`src/sv/coulomb_energy_accumulator_unit_defines.svh`:
```
// ----------------------------------------------------------------------------
// Coulomb energy accumulator assertion macros
// Shared assertion forms used at the end of the top level.
// ----------------------------------------------------------------------------
`ifndef COULOMB_ENERGY_ACCUMULATOR_UNIT_DEFINES_SVH
`define COULOMB_ENERGY_ACCUMULATOR_UNIT_DEFINES_SVH

// implication checked every clock, off during reset
`define CEA_ASSERT_IMP(label, clk, rst, ante, cons, msg) \
   label: assert property (@(posedge clk) disable iff (rst) (ante) |-> (cons)) \
      else $error(msg);

// next-cycle implication
`define CEA_ASSERT_NEXT(label, clk, rst, ante, cons, msg) \
   label: assert property (@(posedge clk) disable iff (rst) (ante) |=> (cons)) \
      else $error(msg);

`endif

```
`src/sv/cea_pkg.sv`:
```
// ----------------------------------------------------------------------------
// Coulomb energy accumulator package
// Widths, register indexes and sequencer states.
// ----------------------------------------------------------------------------
`default_nettype none
package cea_pkg;
   localparam int FRAC_BITS = 16;
   localparam int POS_W     = 32;
   localparam int DIFF_W    = 33;
   localparam int SQ_W      = 68;
   localparam int ROOT_W    = 34;
   localparam int E_W       = 48;
   localparam int CHG_W     = 7;
   localparam int K_W       = 14;
   localparam int NUM_W     = K_W + 2 * FRAC_BITS;
   localparam int CSR_IDX_W = 2;

   localparam logic [CSR_IDX_W-1:0] REG_CORE_X      = 2'd0;
   localparam logic [CSR_IDX_W-1:0] REG_CORE_Y      = 2'd1;
   localparam logic [CSR_IDX_W-1:0] REG_CORE_Z      = 2'd2;
   localparam logic [CSR_IDX_W-1:0] REG_CORE_CHARGE = 2'd3;

   typedef enum logic [5:0] {
      ST_IDLE = 6'b000001,
      ST_SQR  = 6'b000010,
      ST_ROOT = 6'b000100,
      ST_DIV  = 6'b001000,
      ST_ACC  = 6'b010000,
      ST_OUT  = 6'b100000
   } state_type;
endpackage
`default_nettype wire

```
`src/sv/coulomb_energy_accumulator_unit.sv`:
```
// ----------------------------------------------------------------------------
// Coulomb energy accumulator unit
// Sums the Coulomb energy of one configured nucleus against a particle stream.
// ----------------------------------------------------------------------------
// Usage:
//  - csr_*: write nucleus x/y/z (Q16.16) and charge Z while the unit is idle.
//  - req_*: one particle per transfer; mode 0 electron (-Z/r), mode 1 another
//    nucleus (+Z*Q/r). last=1 closes the sum and produces one rsp transfer.
//  - rsp_*: energy (signed Q32.16 Hartree), zero_distance, saturated.
// Timing:
//  - Each particle: squaring (one axis a cycle), then square root (one root
//    bit a cycle, trial square on the same 34x34 multiplier), then restoring
//    division (one quotient bit a cycle), then an accumulate step. rsp_valid
//    rises once the accumulate step of a last item is done. A zero distance
//    skips the division. The bit-serial root and divide take most of the time.
//  - req_ready is high only in idle; one item is in flight at a time.
//  - A result waits in rsp registers while rsp_ready is low; the next item is
//    taken only once the result transfer completes.
// Reset: synchronous; nucleus at origin, Z=1, sum and flags cleared.
// ----------------------------------------------------------------------------
`default_nettype none
`include "coulomb_energy_accumulator_unit_defines.svh"
module coulomb_energy_accumulator_unit
   import cea_pkg::*;
(
   input  wire logic                    clock,
   input  wire logic                    reset,
   input  wire logic                    csr_we,
   input  wire logic [CSR_IDX_W-1:0]    csr_index,
   input  wire logic [POS_W-1:0]        csr_wdata,
   input  wire logic                    req_valid,
   output logic                         req_ready,
   input  wire logic                    req_mode,
   input  wire logic signed [POS_W-1:0] req_pos_x,
   input  wire logic signed [POS_W-1:0] req_pos_y,
   input  wire logic signed [POS_W-1:0] req_pos_z,
   input  wire logic [CHG_W-1:0]        req_other_charge,
   input  wire logic                    req_last,
   output logic                         rsp_valid,
   input  wire logic                    rsp_ready,
   output logic signed [E_W-1:0]        rsp_energy,
   output logic                         rsp_zero_distance,
   output logic                         rsp_saturated
);
   localparam int CNT_W = 6;

   state_type state_ff, state_in;
   logic signed [POS_W-1:0] core_x_ff, core_y_ff, core_z_ff;
   logic [CHG_W-1:0]        core_chg_ff;
   logic [DIFF_W-1:0]       ax_ff, ay_ff, az_ff;
   logic [SQ_W-1:0]         sq_ff;       // sum of squares
   logic [ROOT_W-1:0]       root_ff;
   logic [NUM_W-1:0]        num_ff;      // dividend shifts out, quotient in
   logic [ROOT_W:0]         rem_ff;
   logic                    mode_ff, last_ff;
   logic [CNT_W-1:0]        cnt_ff;
   logic signed [E_W-1:0]   sum_ff;
   logic                    zero_ff, sat_ff;
   logic signed [E_W-1:0]   energy_ff;
   logic                    ozero_ff, osat_ff;

   // per-axis magnitude of the difference
   function automatic logic [DIFF_W-1:0] absd(input logic signed [POS_W-1:0] p,
                                             input logic signed [POS_W-1:0] c);
      logic signed [DIFF_W-1:0] d;
      d = DIFF_W'(p) - DIFF_W'(c);
      return d[DIFF_W-1] ? DIFF_W'(-d) : DIFF_W'(d);
   endfunction

   // shared multiplier: axis squares, then trial squares of the root
   logic [ROOT_W-1:0]   trial;
   logic [ROOT_W-1:0]   mul_a;
   logic [2*ROOT_W-1:0] mul_p;
   always_comb begin
      trial = root_ff | (ROOT_W'(1) << cnt_ff);
      if (state_ff == ST_ROOT) begin
         mul_a = trial;
      end else begin
         case (cnt_ff[1:0])
            2'd0:    mul_a = ROOT_W'(ax_ff);
            2'd1:    mul_a = ROOT_W'(ay_ff);
            default: mul_a = ROOT_W'(az_ff);
         endcase
      end
      mul_p = mul_a * mul_a;
   end

   // division step
   logic [ROOT_W+1:0] rem_sh;
   logic [ROOT_W+1:0] rem_sub;
   always_comb begin
      rem_sh  = {rem_ff, num_ff[NUM_W-1]};
      rem_sub = rem_sh - {2'b00, root_ff};
   end

   // accumulate
   logic [NUM_W-1:0]       quot;
   logic signed [E_W+1:0]  term, acc;
   always_comb begin
      quot = num_ff;
      term = mode_ff ? (E_W+2)'(quot) : -(E_W+2)'(quot);
      acc  = (E_W+2)'(sum_ff) + term;
   end
   localparam logic signed [E_W+1:0] E_MAX = (E_W+2)'({1'b0, {(E_W-1){1'b1}}});
   localparam logic signed [E_W+1:0] E_MIN = -E_MAX - 1;

   always_comb begin
      state_in = state_ff;
      case (state_ff)
         ST_IDLE: if (req_valid) state_in = ST_SQR;
         ST_SQR:  if (cnt_ff == CNT_W'(2)) state_in = ST_ROOT;
         ST_ROOT: if (cnt_ff == '0)
                     state_in = (mul_p <= sq_ff || root_ff != '0) ? ST_DIV : ST_ACC;
         ST_DIV:  if (cnt_ff == '0) state_in = ST_ACC;
         ST_ACC:  state_in = last_ff ? ST_OUT : ST_IDLE;
         ST_OUT:  if (rsp_ready) state_in = ST_IDLE;
         default: state_in = ST_IDLE;
      endcase
   end

   always_ff @(posedge clock) begin
      if (reset) begin
         state_ff <= ST_IDLE;
         core_x_ff <= '0; core_y_ff <= '0; core_z_ff <= '0;
         core_chg_ff <= CHG_W'(1);
         sum_ff <= '0; zero_ff <= 1'b0; sat_ff <= 1'b0;
         cnt_ff <= '0;
      end else begin
         state_ff <= state_in;
         if (csr_we) begin
            case (csr_index)
               REG_CORE_X:      core_x_ff   <= csr_wdata;
               REG_CORE_Y:      core_y_ff   <= csr_wdata;
               REG_CORE_Z:      core_z_ff   <= csr_wdata;
               REG_CORE_CHARGE: core_chg_ff <= csr_wdata[CHG_W-1:0];
               default: ;
            endcase
         end
         case (state_ff)
            ST_IDLE: begin
               cnt_ff <= '0;
               if (req_valid) begin
                  ax_ff   <= absd(req_pos_x, core_x_ff);
                  ay_ff   <= absd(req_pos_y, core_y_ff);
                  az_ff   <= absd(req_pos_z, core_z_ff);
                  mode_ff <= req_mode;
                  last_ff <= req_last;
                  sq_ff   <= '0;
                  root_ff <= '0;
                  num_ff  <= {(req_mode ? K_W'(core_chg_ff) * K_W'(req_other_charge)
                                        : K_W'(core_chg_ff)),
                              {(2*FRAC_BITS){1'b0}}};
               end
            end
            ST_SQR: begin
               sq_ff  <= sq_ff + mul_p;
               cnt_ff <= (cnt_ff == CNT_W'(2)) ? CNT_W'(ROOT_W-1) : cnt_ff + 1'b1;
            end
            ST_ROOT: begin
               if (mul_p <= sq_ff) root_ff <= trial;
               cnt_ff <= (cnt_ff == '0) ? CNT_W'(NUM_W-1) : cnt_ff - 1'b1;
               rem_ff <= '0;
            end
            ST_DIV: begin
               if (!rem_sub[ROOT_W+1]) begin
                  rem_ff <= rem_sub[ROOT_W:0];
                  num_ff <= {num_ff[NUM_W-2:0], 1'b1};
               end else begin
                  rem_ff <= rem_sh[ROOT_W:0];
                  num_ff <= {num_ff[NUM_W-2:0], 1'b0};
               end
               cnt_ff <= cnt_ff - 1'b1;
            end
            ST_ACC: begin
               if (last_ff) begin
                  energy_ff <= (root_ff == '0) ? sum_ff :
                               (acc > E_MAX) ? E_MAX[E_W-1:0] :
                               (acc < E_MIN) ? E_MIN[E_W-1:0] : acc[E_W-1:0];
                  ozero_ff  <= zero_ff | (root_ff == '0);
                  osat_ff   <= sat_ff | (root_ff != '0 && (acc > E_MAX || acc < E_MIN));
                  sum_ff  <= '0;
                  zero_ff <= 1'b0;
                  sat_ff  <= 1'b0;
               end
               else if (root_ff == '0) zero_ff <= 1'b1;
               else if (acc > E_MAX) begin sum_ff <= E_MAX[E_W-1:0]; sat_ff <= 1'b1; end
               else if (acc < E_MIN) begin sum_ff <= E_MIN[E_W-1:0]; sat_ff <= 1'b1; end
               else sum_ff <= acc[E_W-1:0];
            end
            default: ;
         endcase
      end
   end

   assign req_ready         = (state_ff == ST_IDLE);
   assign rsp_valid         = (state_ff == ST_OUT);
   assign rsp_energy        = energy_ff;
   assign rsp_zero_distance = ozero_ff;
   assign rsp_saturated     = osat_ff;

   logic acc_last;
   assign acc_last = (state_ff == ST_ACC) && last_ff;

   `CEA_ASSERT_IMP(a_no_overlap, clock, reset, rsp_valid, !req_ready, "req taken, rsp pending")
   `CEA_ASSERT_NEXT(a_out_after_last, clock, reset, acc_last, rsp_valid, "last gave no result")
   `CEA_ASSERT_NEXT(a_sum_cleared, clock, reset, acc_last, sum_ff == '0 && !zero_ff && !sat_ff, "sum kept")
endmodule
`default_nettype wire
```
`config.mk`:
```
export PLATFORM = sky130hd
export DESIGN_NAME = coulomb_energy_accumulator_unit
export DESIGN_NICKNAME = d
export VERILOG_FILES = /design/src/sv/cea_pkg.sv /design/src/sv/coulomb_energy_accumulator_unit.sv
export VERILOG_INCLUDE_DIRS = /design/src /design/src/sv
export SDC_FILE = /design/constraint.sdc
export NUM_CORES = 2
export LEC_CHECK = 0
export BUFFER_PORTS_ARGS = -buffer_cell sky130_fd_sc_hd__buf_4
export CAP_MARGIN = 20
export CORE_MARGIN = 2
export CORE_UTILIZATION = 58
export DETAILED_ROUTE_END_ITERATION = 12
export GPL_TIMING_DRIVEN = 1
export PLACE_DENSITY_LB_ADDON = 0.08
export SETUP_SLACK_MARGIN = 0.1
export SLEW_MARGIN = 10
export SYNTH_ARGS = -nofsm -noshare
export SYNTH_HDL_FRONTEND = slang
export SYNTH_SLANG_ARGS = --single-unit
```
`constraint.sdc`:
```
create_clock -name clock -period 18.3 [get_ports clock]
set_clock_uncertainty 0.15 [all_clocks]
set_input_delay 5.49 -clock clock [delete_from_list [all_inputs] [get_ports clock]]
set_output_delay 5.49 -clock clock [all_outputs]
set_load 0.01 [all_outputs]
```
# Yosys cells after proc, flatten, opt, wreduce, memory -nomap -nowiden
# Index checks and enable logic that the tools add are counted.
[totals]
regBits = 499
in_bits = 144
output_inout_bits = 52
wordCells = 130
[classes]
addsub = 12
n_mul = 2
n_lt_le_gt_ge = 3
eq_ne = 18
n_shift = 1
mux = 38
n_bitwise = 4
n_reduce_logical = 28
[op_table]
columns = ["cell", "n"]
rows = [
  ["48-bit two-way mux", 4],
  ["68-bit one-hot mux with 2 select lines", 1],
  ["34-bit two-way mux", 3],
  ["33-bit negation", 3],
  ["32-bit by 32-bit subtractor with 33-bit output", 3],
  ["32-bit two-way mux", 3],
  ["46-bit one-hot mux with 2 select lines", 1],
  ["35-bit one-hot mux with 2 select lines", 1],
  ["68-bit adder", 1],
  ["68-bit less-or-equal comparator", 1],
  ["34-bit by 34-bit multiplier with 68-bit output", 1],
  ["68-bit two-way mux", 1],
  ["34-bit one-hot mux with 2 select lines", 1],
  ["33-bit one-hot mux with 2 select lines", 1],
  ["48-bit by 50-bit adder with 50-bit output", 1],
  ["50-bit by 48-bit > comparator with 1-bit output, second input constant", 1],
  ["50-bit by 48-bit less-than comparator with 1-bit output, second input constant", 1],
  ["50-bit two-way mux", 1],
  ["46-bit negation with 50-bit output", 1],
  ["6-bit two-way mux", 8],
  ["46-bit two-way mux", 1],
  ["6-bit one-hot mux with 6 select lines", 1],
  ["36-bit by 34-bit subtractor with 36-bit output", 1],
  ["35-bit two-way mux", 1],
  ["34 further kinds", 64],
]

# Depth between registers and ports, before layout
[depth]
ltp_word = 9
mapped_depth = 53
mapped_depth_nobuf = 49

# Least setup slack after synthesis
# OpenSTA, ideal clock, no wires.
[synth_timing]
path_kind = "reg-to-reg"
start = "register cnt_ff[0]"
end = "register root_ff[0] (enable)"
setup_ns = 0.426
t_arrival_ns = 12.237
required_ns = 17.724
path_slack_ns = 5.487
path_stages_with_launch = 47
n_path_buf = 2
period_less_slack_ns = 12.813
cell_sequence = "dfxtp_1 -> inv_1 -> ha_1 -> nor2_1 -> clkbuf_1 -> a211oi_1 -> a21oi_1 -> clkinv_1 -> clkbuf_1 -> nor2_1 -> fa_1 -> fa_1 -> fa_1 -> inv_1 -> fa_1 -> inv_1 -> fa_1 -> inv_1 -> [11 not listed] -> a31oi_1 -> o41ai_2 -> a21oi_1 -> o31ai_2 -> a211oi_1 -> o31ai_1 -> xor2_1 -> ha_1 -> a21oi_1 -> o21bai_1 -> a21oi_1 -> o21ai_0 -> a221oi_1 -> o21ai_0 -> a211oi_1 -> a21oi_1 -> o21a_1 -> nor2_1"
[synth_between]
elab_chain_cells = 7
elab_cells_between_ends = 10
classes_between = "1 x mul; 1 x order compare; 2 x eq/ne; 1 x shift; 2 x mux; 1 x bitwise; 2 x reduce/logical"
[synth_rtl]
columns = ["element", "line", "source"]
rows = [
  ["start: declaration", "coulomb_energy_accumulator_unit.sv:56", "logic [CNT_W-1:0] cnt_ff;"],
  ["start signal: assignment", "coulomb_energy_accumulator_unit.sv:157", "cnt_ff <= (cnt_ff == CNT_W'(2)) ? CNT_W'(ROOT_W-1) : cnt_ff + 1'b1;"],
  ["start signal: assignment", "coulomb_energy_accumulator_unit.sv:161", "cnt_ff <= (cnt_ff == '0) ? CNT_W'(NUM_W-1) : cnt_ff - 1'b1;"],
  ["start signal: assignment", "coulomb_energy_accumulator_unit.sv:172", "cnt_ff <= cnt_ff - 1'b1;"],
  ["2-bit by 1-bit equality test with 1-bit output (tied with other cells)", "coulomb_energy_accumulator_unit.sv:79", "case (cnt_ff[1:0])"],
  ["33-bit one-hot mux with 2 select lines or 34-bit OR (tied branches)", "coulomb_energy_accumulator_unit.sv:79, coulomb_energy_accumulator_unit.sv:75", ""],
  ["34-bit two-way mux (*)", "coulomb_energy_accumulator_unit.sv:76", "if (state_ff == ST_ROOT) begin"],
  ["34-bit by 34-bit multiplier with 68-bit output (*)", "coulomb_energy_accumulator_unit.sv:85", "mul_p = mul_a * mul_a;"],
  ["68-bit less-or-equal comparator (*)", "coulomb_energy_accumulator_unit.sv:160", "if (mul_p <= sq_ff) root_ff <= trial;"],
  ["2-bit by 1-bit != test with 1-bit output (no source line) (*)", "-", ""],
  ["4-bit AND reduction (no source line) (*)", "-", ""],
  ["end signal: assignment", "coulomb_energy_accumulator_unit.sv:160", ""],
  ["end: declaration", "coulomb_energy_accumulator_unit.sv:52", "logic [ROOT_W-1:0] root_ff;"],
]
# Every way passes the cells marked *; elsewhere a longest branch is shown, timed or not.
# A chain may end at the register's enable or synchronous reset.

# Final worst setup path
[layout_timing]
start = "register state_ff[3]"
end = "register root_ff[2] (enable)"
[layout_between]
elab_chain_cells = 6
elab_cells_between_ends = 9
classes_between = "1 x mul; 1 x order compare; 4 x eq/ne; 1 x mux; 2 x reduce/logical"
[layout_rtl]
columns = ["element", "line", "source"]
rows = [
  ["start: declaration", "coulomb_energy_accumulator_unit.sv:47", "state_type state_ff, state_in;"],
  ["start signal: assignment", "coulomb_energy_accumulator_unit.sv:129", "state_ff <= state_in;"],
  ["6-bit by 3-bit equality test with 1-bit output", "coulomb_energy_accumulator_unit.sv:76, coulomb_energy_accumulator_unit.sv:139", ""],
  ["34-bit two-way mux", "coulomb_energy_accumulator_unit.sv:76", ""],
  ["34-bit by 34-bit multiplier with 68-bit output", "coulomb_energy_accumulator_unit.sv:85", ""],
  ["68-bit less-or-equal comparator", "coulomb_energy_accumulator_unit.sv:160", ""],
  ["2-bit by 1-bit != test with 1-bit output (no source line)", "-", ""],
  ["4-bit AND reduction (no source line) (*)", "-", ""],
]
# Marked as above.

==> metrics.log <==
[metrics] outcome: completed
[metrics] RSZ-0062 raised after global routing: false
[metrics] maximum number of pins on one net before global-route repair: 90
[metrics] final layout net count: 10.02k
[metrics] kind of critical path: reg -> reg
[metrics] effective utilization at floorplan: 58.46%
[metrics] hold_buf cts: 0
[metrics] source of the worst register-to-register timing path: state_ff[3]
[metrics] WP data required: 18.49 ns
[metrics] smallest hold slack: 0.3044 ns
[metrics] maximum clock frequency: about 70 MHz
[metrics] number of cell instances on the worst register-to-register path: 43
[metrics] worst reg2reg path endpoint: root_ff[2]
[metrics] DP Area: 75220 sq um
[metrics] Std-Cell Core Area: ~120000 sq um
[metrics] worst stage delay on the critical path: 0.74 ns
[metrics] final standard cell area without fillers: 77250 sq um
[metrics] Pre-antenna DRT Iters: 6
[metrics] syn_nets: ~10k
[metrics] Worst-Margin Slew: between 1 and 1.5 ns
[metrics] average size of a mapped cell: 8.737 sq um
[metrics] initial antenna violation count: 2
[metrics] endpoints failing hold: 0
[metrics] detailed placer's ending HPWL: 175600 microns
[metrics] post-synth cell types: 115
[metrics] type of origin of the critical path: flop
[metrics] Setup violations, final: 0
[metrics] CTS buffer count: 58
[metrics] commonest cells after routing, fill and taps aside: sky130_fd_sc_hd__inv_1, sky130_fd_sc_hd__fa_1, sky130_fd_sc_hd__nand2_1, sky130_fd_sc_hd__nor2_1, sky130_fd_sc_hd__ha_1
[metrics] most frequent standard cell in the layout excluding fill and tap cells: sky130_fd_sc_hd__inv_1
[metrics] global-route wire length before repair: between 300000 and 400000 microns
[metrics] count of pins over their slew limit: 0
[metrics] Final Cycle Share: 77.97%
[metrics] post-cts resize count: 0
[metrics] crit path DAT: 14.45 ns
[metrics] startpoint of the most critical hold path: core_z_ff[1]
[metrics] Area Growth Syn to Fin: 6.880%
[metrics] Die Ht: 357.0 microns
[metrics] global route total overflow: 0
[metrics] setup total negative slack: 0 ns
[metrics] Critical Path End Type: flop
[metrics] sequential-to-total area share from yosys stat: between 10% and 20%
[metrics] row cnt: about 130
[metrics] footprint of the multi-input gates: between 50000 and 60000 sq um
[metrics] Slew Limit Headroom: 27.00%
[metrics] clock root buffer master: sky130_fd_sc_hd__clkbuf_16
[metrics] register bit total from synthesis: 499
[metrics] clock edge transition at the registers on the reported setup and hold paths: 0.06 ns
[metrics] Routed wire per std cell: between 20 and 25 microns
[metrics] DRC violation count after routing: 0
[metrics] max_cap viols: 0
[metrics] via count of the first global-routing pass: 58.19k
[metrics] Iter 0 DRT Violations: around 5.2k
[metrics] kind of cell adding the most delay to the critical path: adder cells
[metrics] number of fillers in the final layout: roughly 11k
[metrics] sinks on the clock net: 499
[metrics] number of buffers on the longest clock path: 3
[metrics] worst-case register-to-register setup slack: 4.03 ns
[metrics] Final Wtd Congestion: ~0.98
[metrics] overall fraction of global-route tracks in use: roughly 34%
[metrics] post-CTS repair timing setup buffer count: 0
[metrics] FFs w/ async S/R, synth: 0%
[metrics] number of synthesized flops with an enable pin: between 300 and 400
[metrics] cell with the most instances on the worst path: sky130_fd_sc_hd__fa_1
[metrics] fin crit period: ~14 ns
[metrics] area taken by flip-flops and latches: 13330 sq um
[metrics] Util after Layout: 62.48%
[metrics] biggest fanout along the worst timing path: 74
[metrics] leading register cell type out of synthesis: sky130_fd_sc_hd__edfxtp_1
[metrics] CTS tree: done
[metrics] share of post-route cells with drive strength above 1: 6.089%
[metrics] number of buffer and inverter instances along the worst setup path: 10
[metrics] full die area: ~130000 sq um
[metrics] final routed wirelength across all metal layers: around 220000 microns
[metrics] type of the most critical hold path: reg -> reg
[metrics] total via count in the routed design: roughly 58k
[metrics] worst hold stages: 2
[metrics] worst hold path endpoint: core_z_ff[1]
[metrics] die width: between 300 and 400 microns
[metrics] Syn Std Cell Area: a little over 70000 sq um
[metrics] number of nets still failing antenna checks after routing: 0
[metrics] io pins: 196
[metrics] worst skew pair latency: 0.68 ns
[metrics] cell with the largest stage delay on the worst path: sky130_fd_sc_hd__clkinv_1
[metrics] total number of yosys warnings: 0
[metrics] via/cell ratio: between 5 and 6
[metrics] port bufs: approximately 200
[metrics] number of standard cells after synthesis: 8272
[metrics] CTS H-Tree Depth: 2
-- Yosys cell counts, types with 74 or more instances --
| cell type | number | area, sq um |
|---|---|---|
| sky130_fd_sc_hd__nand2_1 | 795 | 2984 |
| sky130_fd_sc_hd__xor2_1 | 140 | 1226 |
| sky130_fd_sc_hd__clkbuf_1 | 269 | 1010 |
| sky130_fd_sc_hd__fa_1 | 951 | 19040 |
| sky130_fd_sc_hd__a21oi_1 | 578 | 2893 |
| sky130_fd_sc_hd__xnor2_1 | 288 | 2522 |
| sky130_fd_sc_hd__edfxtp_1 | 334 | 10030 |
| sky130_fd_sc_hd__nor2_1 | 725 | 2721 |
| sky130_fd_sc_hd__ha_1 | 643 | 8045 |
| sky130_fd_sc_hd__a21o_1 | 144 | 1081 |
| sky130_fd_sc_hd__a211oi_1 | 78 | 585.6 |
| sky130_fd_sc_hd__dfxtp_1 | 165 | 3303 |
| sky130_fd_sc_hd__o21bai_1 | 86 | 645.6 |
| sky130_fd_sc_hd__inv_1 | 1594 | 5983 |
| sky130_fd_sc_hd__and2_1 | 74 | 462.9 |
| sky130_fd_sc_hd__o21ai_0 | 211 | 1056 |
| sky130_fd_sc_hd__a31oi_1 | 74 | 462.9 |
| sky130_fd_sc_hd__nand3_1 | 91 | 455.4 |
-- worst max path at each step --
stage | from | to | slack (ns) | depth (start not counted)
2_1_floorplan | cnt_ff[0] | root_ff[0] | 5.49 | 46
3_3_place_gp | cnt_ff[0] | root_ff[5] | 4.60 | 44
3_5_place_dp | state_ff[3] | root_ff[32] | 4.29 | 43
4_1_cts | state_ff[3] | root_ff[4] | 4.25 | 43
5_1_grt | state_ff[3] | root_ff[22] | 3.38 | 43
6_report | state_ff[3] | root_ff[2] | 4.03 | 43
-- layer usage --
layer,global-route usage (%),wire (microns),up-vias
met2,55.05,99950,2257
met3,4.643,15140,527
li1,-,-,26970
met5,0,7,-
met1,45.42,89520,28400
met4,16.32,12310,2
-- per-stage QoR --
stage / cells / setup WS (ns)
2_1_floorplan: 8272 / 5.487
3_3_place_gp: 9854 / 4.599
3_5_place_dp: 9854 / 4.285
4_1_cts: 9963 / 4.245
5_1_grt: 9965 / 3.382
6_report: 9965 / 4.032
-- registers in the layout (all words and copies together) (netlist names), 6 cells and up --
name and cells:
ax_ff 33, ay_ff 33, az_ff 33, cnt_ff 6, core_chg_ff 7, core_x_ff 32, core_y_ff 32, core_z_ff 32
num_ff 46, rem_ff 35, root_ff 34, rsp_energy 48, sq_ff 68, state_ff 6, sum_ff 48
-- area by class of cell --
class / count / share of cell area (%)
Antenna cell: 1 / 0.003239
Multi-Input combinational cell: 5835 / 66.96
Clock buffer: 67 / 1.991
Tap cell: 1637 / 2.651
Inverter: 1604 / 7.794
Timing Repair Buffer: 280 / 2.731
Sequential cell: 499 / 17.26
Clock inverter: 42 / 0.6058
-- kinds of logic (layout without fill, tap and decap cells) --
kind of cell | count (synthesis) | after routing | share of synthesized area [%]
flip-flops | 499 | 499 | 18.45
AO/OA/AOI/OAI | 1629 | 1629 | 14.72
adder cells (fa/ha/maj) | 1594 | 1594 | 37.47
buffers and inverters | 1938 | 1993 | 10.19
XOR/XNOR | 431 | 431 | 5.254
AND/OR/NAND/NOR | 2149 | 2149 | 13.48
other | 0 | 1 | 0
multiplexers | 32 | 32 | 0.4449
-- tightest hold or removal path, stage by stage, from the launching register on --
cell                      delay, ns
sky130_fd_sc_hd__dfxtp_1       0.31
sky130_fd_sc_hd__nand2_1       0.05
sky130_fd_sc_hd__a21oi_1       0.05
Power is left out: the tool's default activity adds up to more than one toggle a clock period on the data nets, which glitch-free logic cannot reach.
